## config.mk

```make
export PLATFORM = sky130hd
export DESIGN_NAME = integer_field_formatter
export DESIGN_NICKNAME = d
export VERILOG_FILES = /design/src/rtl/ifmt_pkg.sv /design/src/rtl/ifmt_b2d.sv /design/src/rtl/ifmt_emit.sv /design/src/rtl/integer_field_formatter.sv
export SDC_FILE = /design/constraint.sdc
export NUM_CORES = 1
export LEC_CHECK = 0
export BUFFER_PORTS_ARGS = -buffer_cell sky130_fd_sc_hd__buf_2
export CORE_MARGIN = 2
export CORE_UTILIZATION = 40
export DETAILED_ROUTE_END_ITERATION = 6
export MAX_ROUTING_LAYER = met4
export PLACE_DENSITY = 0.62
export SLEW_MARGIN = 40
export SYNTH_ARGS = -nofsm -noshare
export SYNTH_HDL_FRONTEND = slang
export SYNTH_HIERARCHICAL = 1
export SYNTH_SLANG_ARGS = --single-unit
```

## constraint.sdc

```tcl
create_clock -name clk -period 9.19 [get_ports clk]
set_input_delay 0.919 -clock clk [delete_from_list [all_inputs] [get_ports clk]]
set_output_delay 0.919 -clock clk [all_outputs]
set_load 0.005 [all_outputs]
```

## src/rtl/ifmt_pkg.sv

```systemverilog
package ifmt_pkg;

  // Argument width and field length limit
  localparam int VALUE_BITS = 32;
  localparam int MAX_WIDTH  = 63;

  // Port field widths
  localparam int KIND_W  = 3;
  localparam int FIELD_W = 6;
  localparam int CHAR_W  = 8;

  // in_tdata layout, lowest bit first
  localparam int VALUE_FIELD_W = 32;
  localparam int TD_PZ         = VALUE_FIELD_W;
  localparam int TD_LJ         = TD_PZ + 1;
  localparam int TD_FS         = TD_LJ + 1;
  localparam int TD_SS         = TD_FS + 1;
  localparam int TD_ALT        = TD_SS + 1;
  localparam int TD_WID        = TD_ALT + 1;
  localparam int TD_PREC       = TD_WID + FIELD_W;
  localparam int TD_USED       = TD_PREC + FIELD_W;
  localparam int IN_TDATA_W    = ((TD_USED + 7) / 8) * 8;

  // Derived sizes
  localparam int CW      = $clog2(MAX_WIDTH + 1);
  localparam int DIG_MAX = (VALUE_BITS + 2) / 3;
  localparam int DIG_IW  = $clog2(DIG_MAX);
  localparam int DIG_CW  = $clog2(DIG_MAX + 1);
  localparam int BIT_CW  = $clog2(VALUE_BITS);
  localparam int DEC_RADIX = 10;

  // Characters
  localparam logic [CHAR_W-1:0] CH_SPACE = 8'h20;
  localparam logic [CHAR_W-1:0] CH_PLUS  = 8'h2B;
  localparam logic [CHAR_W-1:0] CH_MINUS = 8'h2D;
  localparam logic [CHAR_W-1:0] CH_ZERO  = 8'h30;
  localparam logic [CHAR_W-1:0] CH_UA    = 8'h41;
  localparam logic [CHAR_W-1:0] CH_UX    = 8'h58;
  localparam logic [CHAR_W-1:0] CH_LA    = 8'h61;
  localparam logic [CHAR_W-1:0] CH_LX    = 8'h78;

  typedef enum logic [KIND_W-1:0] {
    K_DEC  = 3'd0,
    K_UNS  = 3'd1,
    K_HEXL = 3'd2,
    K_HEXU = 3'd3,
    K_OCT  = 3'd4,
    K_CHR  = 3'd5
  } fmt_kind_t;

  typedef enum logic [2:0] {
    ST_IDLE,
    ST_LOAD,
    ST_CONV,
    ST_SIZE,
    ST_EMIT
  } fmt_state_t;

  // One 4-bit digit per entry, least significant digit at index 0
  typedef logic [DIG_MAX-1:0][3:0] dig_vec_t;

  // Segment boundaries of one field, as character positions
  typedef struct packed {
    logic [CW-1:0]     b_lpad;
    logic [CW-1:0]     b_sign;
    logic [CW-1:0]     b_pre;
    logic [CW-1:0]     b_fill;
    logic [CW-1:0]     b_dig;
    logic [CW-1:0]     total;
    logic              upper;
    logic              is_char;
    logic [CHAR_W-1:0] sign_ch;
    logic [CHAR_W-1:0] fill_ch;
    logic [CHAR_W-1:0] chr;
  } ifmt_layout_t;

  // Clamp a width or precision to the field limit
  function automatic logic [CW-1:0] sat_len(input logic [FIELD_W-1:0] v);
    if (v > FIELD_W'(MAX_WIDTH)) begin
      return CW'(MAX_WIDTH);
    end
    return v[CW-1:0];
  endfunction

endpackage

```

## src/rtl/ifmt_b2d.sv

```systemverilog
module ifmt_b2d (
  input  logic                            clk,
  input  logic                            rst_n,
  input  logic                            start,
  input  logic [ifmt_pkg::VALUE_BITS-1:0] mag,
  output logic                            busy,
  output logic                            done,
  output ifmt_pkg::dig_vec_t              digits
);
  import ifmt_pkg::*;

  logic [VALUE_BITS-1:0] sh_r;
  logic [BIT_CW-1:0]     cnt_r;
  logic                  busy_r, busy_nxt;
  logic                  done_r, done_nxt;
  dig_vec_t              bcd_r, bcd_adj;
  logic [DIG_MAX*4-1:0]  bcd_flat;

  // Add-3 correction on every BCD digit before the shift
  always_comb begin
    for (int i = 0; i < DIG_MAX; i++) begin
      bcd_adj[i] = (bcd_r[i] >= 4'd5) ? (bcd_r[i] + 4'd3) : bcd_r[i];
    end
  end

  assign bcd_flat = bcd_adj;

  // Control: one argument bit per cycle, MSB first
  always_comb begin
    busy_nxt = busy_r;
    done_nxt = 1'b0;
    if (start) begin
      busy_nxt = 1'b1;
    end else if (busy_r && cnt_r == '0) begin
      busy_nxt = 1'b0;
      done_nxt = 1'b1;
    end
  end

  always_ff @(posedge clk) begin
    if (!rst_n) begin
      busy_r <= 1'b0;
      done_r <= 1'b0;
    end else begin
      busy_r <= busy_nxt;
      done_r <= done_nxt;
    end
  end

  // Shift datapath
  always_ff @(posedge clk) begin
    if (start) begin
      sh_r  <= mag;
      bcd_r <= '0;
      cnt_r <= BIT_CW'(VALUE_BITS - 1);
    end else if (busy_r) begin
      sh_r  <= {sh_r[VALUE_BITS-2:0], 1'b0};
      bcd_r <= {bcd_flat[DIG_MAX*4-2:0], sh_r[VALUE_BITS-1]};
      cnt_r <= cnt_r - BIT_CW'(1);
    end
  end

  assign busy   = busy_r;
  assign done   = done_r;
  assign digits = bcd_r;

  a_start_busy: assert property (@(posedge clk) disable iff (!rst_n)
    start |=> busy_r)
    else $error("converter not busy after start");

  a_done_idle: assert property (@(posedge clk) disable iff (!rst_n)
    done_r |-> !busy_r)
    else $error("converter done while still shifting");

  a_last_shift: assert property (@(posedge clk) disable iff (!rst_n)
    busy_r && cnt_r == '0 |=> done_r)
    else $error("converter did not finish after its last bit");

endmodule

```

## src/rtl/ifmt_emit.sv

```systemverilog
module ifmt_emit (
  input  logic                          clk,
  input  logic                          rst_n,
  input  logic                          start,
  input  ifmt_pkg::ifmt_layout_t        lay,
  input  ifmt_pkg::dig_vec_t            dig,
  output logic                          busy,
  output logic                          out_tvalid,
  input  logic                          out_tready,
  output logic [ifmt_pkg::CHAR_W-1:0]   out_char,
  output logic                          out_last
);
  import ifmt_pkg::*;

  logic [CW-1:0]     pos_r, pos_nxt;
  logic              busy_r, busy_nxt;
  logic              vld_r, vld_nxt;
  logic [CHAR_W-1:0] char_r;
  logic              last_r;
  logic              load, is_last;
  logic [CW-1:0]     di;
  logic [3:0]        dg;
  logic [CHAR_W-1:0] dig_ch, ch;

  assign load    = busy_r && (!vld_r || out_tready);
  assign is_last = (pos_r == lay.total - CW'(1));

  // Digit for this position, most significant first
  always_comb begin
    di = lay.b_dig - pos_r - CW'(1);
    dg = 4'd0;
    if (di < CW'(DIG_MAX)) begin
      dg = dig[di[DIG_IW-1:0]];
    end
    if (dg < 4'(DEC_RADIX)) begin
      dig_ch = CH_ZERO + {4'd0, dg};
    end else begin
      dig_ch = (lay.upper ? CH_UA : CH_LA) + {4'd0, dg} - 8'(DEC_RADIX);
    end
  end

  // Character at the current position
  always_comb begin
    if (pos_r < lay.b_lpad) begin
      ch = CH_SPACE;
    end else if (pos_r < lay.b_sign) begin
      ch = lay.sign_ch;
    end else if (pos_r < lay.b_pre) begin
      ch = (pos_r == lay.b_sign) ? CH_ZERO : (lay.upper ? CH_UX : CH_LX);
    end else if (pos_r < lay.b_fill) begin
      ch = lay.fill_ch;
    end else if (pos_r < lay.b_dig) begin
      ch = lay.is_char ? lay.chr : dig_ch;
    end else begin
      ch = CH_SPACE;
    end
  end

  // Position counter and output register control
  always_comb begin
    pos_nxt  = pos_r;
    busy_nxt = busy_r;
    vld_nxt  = vld_r && !out_tready;
    if (start) begin
      pos_nxt  = '0;
      busy_nxt = 1'b1;
    end else if (load) begin
      pos_nxt  = pos_r + CW'(1);
      busy_nxt = !is_last;
    end
    if (load) begin
      vld_nxt = 1'b1;
    end
  end

  always_ff @(posedge clk) begin
    if (!rst_n) begin
      pos_r  <= '0;
      busy_r <= 1'b0;
      vld_r  <= 1'b0;
    end else begin
      pos_r  <= pos_nxt;
      busy_r <= busy_nxt;
      vld_r  <= vld_nxt;
    end
  end

  always_ff @(posedge clk) begin
    if (load) begin
      char_r <= ch;
      last_r <= is_last;
    end
  end

  assign busy       = busy_r;
  assign out_tvalid = vld_r;
  assign out_char   = char_r;
  assign out_last   = last_r;

  a_pos_range: assert property (@(posedge clk) disable iff (!rst_n)
    busy_r |-> pos_r < lay.total)
    else $error("character position past field end");

  a_last_stops: assert property (@(posedge clk) disable iff (!rst_n)
    load && is_last |=> !busy_r && vld_r && last_r)
    else $error("field did not close on its last character");

  a_out_hold: assert property (@(posedge clk) disable iff (!rst_n)
    vld_r && !out_tready |=> vld_r && $stable(char_r) && $stable(last_r))
    else $error("output transaction changed while stalled");

endmodule

```

## src/rtl/integer_field_formatter.sv

```systemverilog
// Sequence: x, X, o and c go from the accepted transaction through LOAD, SIZE and EMIT;
// d and u add CONV after LOAD, waiting on the bit-serial decimal converter.
// Throughput: one field at a time, one character per cycle on out_ while out_tready is high.
// Reset: synchronous, active low; clears the sequencer, converter and output valid,
// after which in_tready is high.
module integer_field_formatter (
  input  logic                            clk,
  input  logic                            rst_n,
  input  logic                            in_tvalid,
  output logic                            in_tready,
  // value[31:0], pad_zero, left_just, force_sign, space_sign, alt_form,
  // min_width[5:0], precision[5:0], zero fill
  input  logic [ifmt_pkg::IN_TDATA_W-1:0] in_tdata,
  // kind[2:0]
  input  logic [ifmt_pkg::KIND_W-1:0]     in_tuser,
  output logic                            out_tvalid,
  input  logic                            out_tready,
  // out_char[7:0]
  output logic [ifmt_pkg::CHAR_W-1:0]     out_tdata,
  output logic                            out_tlast
);
  import ifmt_pkg::*;

  fmt_state_t            state_r, state_nxt;
  fmt_kind_t             kind_in, kind_r;
  logic [VALUE_BITS-1:0] in_val, mag_in, mag_r;
  logic                  neg, num_sign_kind, accept;
  logic [CHAR_W-1:0]     sign_ch_in, sign_ch_r;
  logic                  sign_len_in, sign_len_r;
  logic                  pad_zero_r, left_just_r, alt_r;
  logic [CW-1:0]         width_r, prec_r;
  dig_vec_t              dig_r, dig_direct, b2d_dig;
  ifmt_layout_t          lay_r, lay_nxt;
  logic                  is_decimal;
  logic                  b2d_start, b2d_busy, b2d_done;
  logic                  direct_load, emit_start, emit_busy;
  logic [DIG_MAX*4-1:0]  mag4;
  logic [DIG_MAX*3-1:0]  mag3;

  // Input decode and sign/magnitude
  assign accept = in_tvalid && in_tready;
  assign in_val = in_tdata[VALUE_BITS-1:0];

  always_comb begin
    kind_in = (in_tuser > KIND_W'(K_CHR)) ? K_UNS : fmt_kind_t'(in_tuser);
    num_sign_kind = (kind_in == K_DEC) || (kind_in == K_UNS);
    neg = (kind_in == K_DEC) && in_val[VALUE_BITS-1];
    mag_in = neg ? (~in_val + VALUE_BITS'(1)) : in_val;
    sign_ch_in  = CH_SPACE;
    sign_len_in = 1'b0;
    if (neg) begin
      sign_ch_in  = CH_MINUS;
      sign_len_in = 1'b1;
    end else if (num_sign_kind && in_tdata[TD_FS]) begin
      sign_ch_in  = CH_PLUS;
      sign_len_in = 1'b1;
    end else if (num_sign_kind && in_tdata[TD_SS]) begin
      sign_len_in = 1'b1;
    end
  end

  always_ff @(posedge clk) begin
    if (accept) begin
      kind_r      <= kind_in;
      mag_r       <= mag_in;
      sign_ch_r   <= sign_ch_in;
      sign_len_r  <= sign_len_in;
      pad_zero_r  <= in_tdata[TD_PZ];
      left_just_r <= in_tdata[TD_LJ];
      alt_r       <= in_tdata[TD_ALT];
      width_r     <= sat_len(in_tdata[TD_WID +: FIELD_W]);
      prec_r      <= sat_len(in_tdata[TD_PREC +: FIELD_W]);
    end
  end

  assign is_decimal = (kind_r == K_DEC) || (kind_r == K_UNS);

  // Hex and octal digits are plain bit groups
  always_comb begin
    mag4 = (DIG_MAX * 4)'(mag_r);
    mag3 = (DIG_MAX * 3)'(mag_r);
    for (int i = 0; i < DIG_MAX; i++) begin
      if (kind_r == K_OCT) begin
        dig_direct[i] = {1'b0, mag3[3*i +: 3]};
      end else begin
        dig_direct[i] = mag4[4*i +: 4];
      end
    end
  end

  always_ff @(posedge clk) begin
    if (direct_load) begin
      dig_r <= dig_direct;
    end else if (b2d_done) begin
      dig_r <= b2d_dig;
    end
  end

  // Field layout from the digit count, width and precision
  always_comb begin
    logic [DIG_IW-1:0] topi;
    logic [DIG_CW-1:0] ndig;
    logic [1:0]        pre_len;
    logic [CW-1:0]     body, prec0, precf, widthf, lpad;
    topi = '0;
    for (int i = 0; i < DIG_MAX; i++) begin
      if (dig_r[i] != 4'd0) begin
        topi = DIG_IW'(i);
      end
    end
    ndig = (kind_r == K_CHR) ? DIG_CW'(1) : (DIG_CW'(topi) + DIG_CW'(1));
    pre_len = 2'd0;
    if (alt_r && (kind_r == K_HEXL || kind_r == K_HEXU)) begin
      pre_len = 2'd2;
    end else if (alt_r && kind_r == K_OCT) begin
      pre_len = 2'd1;
    end
    body   = CW'(sign_len_r) + CW'(pre_len) + CW'(ndig);
    prec0  = (prec_r == '0 && pad_zero_r && !left_just_r) ? width_r : prec_r;
    precf  = (prec0 < body) ? body : prec0;
    widthf = (width_r < precf) ? precf : width_r;
    lpad   = left_just_r ? '0 : (widthf - precf);
    lay_nxt.b_lpad  = lpad;
    lay_nxt.b_sign  = lpad + CW'(sign_len_r);
    lay_nxt.b_pre   = lpad + CW'(sign_len_r) + CW'(pre_len);
    lay_nxt.b_fill  = lpad + precf - CW'(ndig);
    lay_nxt.b_dig   = lpad + precf;
    lay_nxt.total   = widthf;
    lay_nxt.upper   = (kind_r == K_HEXU);
    lay_nxt.is_char = (kind_r == K_CHR);
    lay_nxt.sign_ch = sign_ch_r;
    lay_nxt.fill_ch = (kind_r == K_CHR) ? CH_SPACE : CH_ZERO;
    lay_nxt.chr     = mag_r[CHAR_W-1:0];
  end

  always_ff @(posedge clk) begin
    if (emit_start) begin
      lay_r <= lay_nxt;
    end
  end

  // Sequencer: next state
  always_comb begin
    state_nxt = state_r;
    case (state_r)
      ST_IDLE: begin
        if (in_tvalid) state_nxt = ST_LOAD;
      end
      ST_LOAD: begin
        state_nxt = is_decimal ? ST_CONV : ST_SIZE;
      end
      ST_CONV: begin
        if (b2d_done) state_nxt = ST_SIZE;
      end
      ST_SIZE: begin
        state_nxt = ST_EMIT;
      end
      ST_EMIT: begin
        if (!emit_busy) state_nxt = ST_IDLE;
      end
      default: begin
        state_nxt = ST_IDLE;
      end
    endcase
  end

  // Sequencer: outputs
  always_comb begin
    in_tready   = 1'b0;
    b2d_start   = 1'b0;
    direct_load = 1'b0;
    emit_start  = 1'b0;
    case (state_r)
      ST_IDLE: begin
        in_tready = 1'b1;
      end
      ST_LOAD: begin
        b2d_start   = is_decimal;
        direct_load = !is_decimal;
      end
      ST_SIZE: begin
        emit_start = 1'b1;
      end
      default: begin
      end
    endcase
  end

  always_ff @(posedge clk) begin
    if (!rst_n) begin
      state_r <= ST_IDLE;
    end else begin
      state_r <= state_nxt;
    end
  end

  ifmt_b2d u_b2d (
    .clk    (clk),
    .rst_n  (rst_n),
    .start  (b2d_start),
    .mag    (mag_r),
    .busy   (b2d_busy),
    .done   (b2d_done),
    .digits (b2d_dig)
  );

  ifmt_emit u_emit (
    .clk        (clk),
    .rst_n      (rst_n),
    .start      (emit_start),
    .lay        (lay_r),
    .dig        (dig_r),
    .busy       (emit_busy),
    .out_tvalid (out_tvalid),
    .out_tready (out_tready),
    .out_char   (out_tdata),
    .out_last   (out_tlast)
  );

  a_accept_load: assert property (@(posedge clk) disable iff (!rst_n)
    accept |=> state_r == ST_LOAD)
    else $error("accepted transaction not loaded");

  a_idle_quiet: assert property (@(posedge clk) disable iff (!rst_n)
    state_r == ST_IDLE |-> !emit_busy && !b2d_busy)
    else $error("idle while a field is still in progress");

  a_conv_busy: assert property (@(posedge clk) disable iff (!rst_n)
    state_r == ST_CONV |-> b2d_busy || b2d_done)
    else $error("waiting on a converter that is not running");

endmodule

```

# Yosys cells after proc, flatten, opt, wreduce, memory -nomap -nowiden

Index checks and enable logic that the tools add are counted.

RAM bits: 0
Register bits: 268
ROM bits: 0
Bits in latches: 0
Output and inout port bits: 11
Memories kept: 0

Add/sub/neg operators: 28
Multiply operators: 0
Shifts and indexed selects: 0
Bitwise gates (word level): 2
Reductions and logical operators: 43
Mux-type cells: 83
Divide/modulo/power cells: 0
$lt $le $gt $ge: 24
Equal/unequal tests: 15

Operators with widths:

| kind                                                  | count |
|---|---|
| two-way mux 4 bit                                     | 31 |
| two-way mux 32 bit                                    | 3 |
| two-way mux 44 bit                                    | 2 |
| two-way mux 6 bit                                     | 10 |
| two-way mux 8 bit                                     | 7 |
| >= comparator 4 x 3 -> 1 bit (second input constant)  | 11 |
| adder 4 x 2 -> 4 bit (second input constant)          | 10 |
| nonzero test 4 bit                                    | 10 |
| less-than comparator 6 bit                            | 6 |
| adder 32 x 1 -> 32 bit (second input constant)        | 1 |
| inverter 32 bit                                       | 1 |
| two-way mux 3 bit                                     | 7 |
| two-way mux 1 bit                                     | 18 |
| binary-select mux 4 bit (select 4 bit)                | 1 |
| one-hot mux 3 bit (5 select lines)                    | 1 |
| == test 3 x 2 -> 1 bit (second input constant)        | 4 |
| == test 6 bit                                         | 2 |
| greater-than comparator 6 bit (second input constant) | 2 |
| subtractor 6 x 1 -> 6 bit (second input constant)     | 2 |
| subtractor 6 bit                                      | 2 |
| logical AND 1 bit                                     | 11 |
| == test 3 x 1 -> 1 bit (second input constant)        | 3 |
| == test 3 bit (second input constant)                 | 3 |
| zero test 3 bit                                       | 3 |
| 30 further kinds                                      | 44 |

# Longest topological paths before layout

Word-level depth: 22
Gate-level depth with buffers: 42
Mapped depth without buffers: 41

# Hierarchy

Netlist, hierarchy kept.

Modules (own cells, without submodules):

| module                  | area an instance (um^2) | cells an instance | times used |
|---|---|---|---|
| integer_field_formatter | 7,780.0                 | 662               | 1 |
| ifmt_b2d                | 4,245.3                 | 419               | 1 |
| ifmt_emit               | 2,586.2                 | 303               | 1 |

# Worst setup path after synthesis

No wires, ideal clock.

Path kind: register to register
Start point: register dig_r[9] in the netlist's numbering
End point: register lay_r[43] in the netlist's numbering, data pin
Path slack: 0.682 ns
Stages on the path, launching flop included: 40
Data arrival time: 8.247 ns
Period minus slack after synthesis: 8.508 ns
Path through: edfxtp_1 > nor4_1 > o41ai_1 > nand2_1 > nand2_1 > a21boi_0 > o21ai_0 > a21boi_0 > ha_1 > and2_1 > clkbuf_1 > ha_1 > a211oi_1 > a21oi_1 > or3_1 > ha_1 > a21o_1 > a211oi_1 > [4 not listed] > a21o_1 > a21oi_1 > o21a_1 > a31oi_1 > clkbuf_1 > mux2_2 > inv_1 > ha_1 > fa_1 > nor2_1 > inv_1 > fa_1 > inv_1 > a21oi_1 > maj3_1 > xnor2_1 > o211ai_1 > xnor2_1

RTL lines:

| item                     | line                           | text |
|---|---|---|
| start: declaration       | integer_field_formatter.sv:32  | `dig_vec_t dig_r, dig_direct, b2d_dig;` |
| start signal: assignment | integer_field_formatter.sv:93  | `dig_r <= dig_direct;` |
| start signal: assignment | integer_field_formatter.sv:95  | `dig_r <= b2d_dig;` |
| end signal: assignment   | integer_field_formatter.sv:138 | `lay_r <= lay_nxt;` |
| end: declaration         | integer_field_formatter.sv:33  | `ifmt_layout_t lay_r, lay_nxt;` |

==> flow_metrics.env <==
export IMPL_cts_htree_levels=1
export IMPL_hp_class="flip-flop to flip-flop"
export IMPL_gp_congestion=0.836
export IMPL_layout_commonest_cell="edfxtp_1"
export IMPL_wl_um=33000
export IMPL_rows=70
export IMPL_finalCritPeriodShare=0.932
export IMPL_slew_headroom=0.462
export IMPL_start_util=0.403
export IMPL_power_total_mw=4.06
export IMPL_worstRegToRegCells=39
export IMPL_track_usage=0.179
export IMPL_cts_tree="yes"
export IMPL_cpPeakStageDelay_ns=0.50
export IMPL_synth_seq_area_share=0.473
export IMPL_seqCellArea_um2=6920
export IMPL_drc=0
export IMPL_grt_start_max_net_pins=84
export IMPL_worstSetupPathType="flip-flop to flip-flop"
export IMPL_maxCapViolCount=0
export IMPL_ys_ff_latch=251
export IMPL_drv_slew=0
export IMPL_cts_buffers=28
export IMPL_wl_per_cell_um=17.1
export IMPL_postPlaceCellArea_um2=15400
export IMPL_die_w_um=195
export IMPL_finalInstanceArea_um2=16300
export IMPL_clk_latency_ns=0.58
export IMPL_ys_warn_count=6
export IMPL_die_area_um2=38100
export IMPL_worst_ep_required_time_ns=9.49
export IMPL_first_pass_iters=5
export IMPL_skew_ns=0.0277
export IMPL_place_ws_ns=0.165
export IMPL_core_um2=36300
export IMPL_drive_gt1_frac=0.141
export IMPL_synth_ff_type="edfxtp_1"
export IMPL_syn_avg_cell_area_um2=10.6
export IMPL_die_h_um=195
export IMPL_antenna_cells=0
export IMPL_fill_cells=3410
export IMPL_syn_area_um2=14600
export IMPL_placed_cells=1879
export IMPL_crit_path_start_kind="flip-flop"
export IMPL_setup_tns_final_ns=0
export IMPL_synthArstFlopShare=0
export IMPL_setup_violations=0
export IMPL_setup_slack_ns=0.626
export IMPL_critical_path_arrival_ns=8.87
export IMPL_vias=10400
export IMPL_synth_edff_count=189
export IMPL_powerDensity_nw_per_um2=249
export IMPL_final_cell_mix="edfxtp_1 (189), inv_1 (118), nand2_1 (109), o21ai_0 (89), ha_1 (87)"
export IMPL_hold_buffers=0
export IMPL_cts_sinks=251
export IMPL_holdWs_ns=0.424
export IMPL_antenna_left=0
export IMPL_clock_path_buffers=3
export IMPL_finalNonFillerCells=1932
export IMPL_min_path_cells=0
export IMPL_crit_top_cell="ha_1"
export IMPL_p_leak_nw=6.10
export IMPL_worst_slew_pin_slew_ns=0.803
export IMPL_grt_pass1_vias=10100
export IMPL_fmax_mhz=117
export IMPL_cp_end_kind="flip-flop"
export IMPL_timing_final_crit_period_ns=8.56
export IMPL_rsz0062_at_grt="no"
export IMPL_fin_nets=1598
export IMPL_status="finished clean"
export IMPL_gr_total_overflow=0
export IMPL_io_buffers=66
export IMPL_finalHoldViolations=0
export IMPL_hpwl_um=23900
export IMPL_synth_cell_types=96
export IMPL_drt_iter0_drc=649
export IMPL_fin_util=0.451
export IMPL_path_clk_slew_ns=0.06
export IMPL_syn_inst=1384
export IMPL_path_max_fanout=11
export IMPL_grt_pass1_wl_um=53900
export IMPL_pin_count=74
export IMPL_area_delta_synth_final_pct=11.8
export IMPL_ir_worst_vdd_uv=141
export IMPL_multi_input_area_um2=7060
export IMPL_antenna_found_initial=0
export IMPL_crit_slowest_cell="fa_1"
export IMPL_clock_root_buffer="clkbuf_16"
export IMPL_via_per_inst=5.37
==> worst max-delay path, delay by kind of cell (launching register included) <==
family,cells,cell delay [ns]
flip-flops,1,0.44
AO/OA/AOI/OAI,19,3.64
adder cells (fa/ha/maj),7,2.27
XOR/XNOR,2,0.22
buffers and inverters,4,0.51
AND/OR/NAND/NOR,7,1.19
==> area by class of cell <==
type                    instances  share of cell area
multi-input cells             962               0.432
clock buffers                  45              0.0505
repair buffers                 80              0.0269
well taps                     468              0.0358
inverters                     119              0.0275
clock inverters                 7             0.00391
flip-flops and latches        251               0.423
==> report_power, final <==
part / switching, mW / internal [mW]
Combinational: 0.748 / 0.558
Sequential: 0.192 / 1.50
Clock: 0.451 / 0.617
Total: 1.39 / 2.67
==> logic make-up (layout without fill, tap and decap cells) <==
| kind of cell | count (synthesis) | after routing | share of synthesized area |
|---|---|---|---|
| flip-flops | 251 | 251 | 0.473 |
| adder cells (fa/ha/maj) | 94 | 94 | 0.0834 |
| XOR/XNOR | 80 | 80 | 0.0489 |
| AO/OA/AOI/OAI | 323 | 323 | 0.144 |
| other | 2 | 12 | 0.000514 |
| AND/OR/NAND/NOR | 376 | 376 | 0.136 |
| multiplexers | 77 | 77 | 0.0629 |
| buffers and inverters | 181 | 251 | 0.0517 |
==> per-layer routing <==
metal / global-route usage / share of wire / vias to the layer above
met4: 0.0458 / 0.021 / 0
met5: - / 0 / -
met2: 0.300 / 0.49 / 162
li1: - / - / 5171
met1: 0.231 / 0.46 / 4985
met3: 0.0238 / 0.032 / 51
==> worst paths after layout <==
kind                startpoint   endpoint  slack, ns
setup / recovery      dig_r[9]  lay_r[43]       0.63
hold reg to reg   sign_ch_r[1]  lay_r[17]       0.42
setup reg to reg      dig_r[9]  lay_r[43]       0.63
hold / removal    sign_ch_r[1]  lay_r[17]       0.42
==> Yosys cell counts (all sizes together), types with 6 or more instances <==
cell	number	area (µm²)
nand4	18	113
inv	119	447
and2	12	75.1
mux4	8	180
mux2i	31	310
nor2b	7	43.8
edfxtp	189	5680
nor2	75	282
xor2	20	175
o21a	10	75.1
o21ai	101	517
nor3	31	176
nand2b	28	183
buf	26	174
or3	10	72.6
xnor2	59	517
ha	87	1090
a21o	20	150
nand3b	10	75.1
o31ai	9	67.6
a211oi	9	85.1
dfxtp	62	1240
o22ai	19	119
nor3b	9	72.6
fa	6	120
clkbuf	36	135
or4	6	52.6
a31oi	19	119
mux2	38	428
nand3	24	120
o211ai	11	82.6
o32ai	9	78.8
a21oi	69	360
nand2	110	420
nor4	15	100
==> sequential cells by signal, indices dropped and copies added, names as in the netlist, 3 cells and up <==
| register | flops |
|---|---|
| state_r | 3 |
| width_r | 6 |
| kind_r | 3 |
| u_b2d/cnt_r | 5 |
| u_emit/out_char | 8 |
| u_emit/pos_r | 6 |
| prec_r | 6 |
| sign_ch_r | 3 |
| u_b2d/digits | 44 |
| dig_r | 44 |
| u_b2d/sh_r | 32 |
| mag_r | 32 |
| lay_r | 50 |
==> timing repair <==
item / CTS / global route
resized for setup: 0 / 11
setup endpoints to repair: 0 / 12
buffers inserted: 0 / 1
Power figures use the tool's default switching activity.
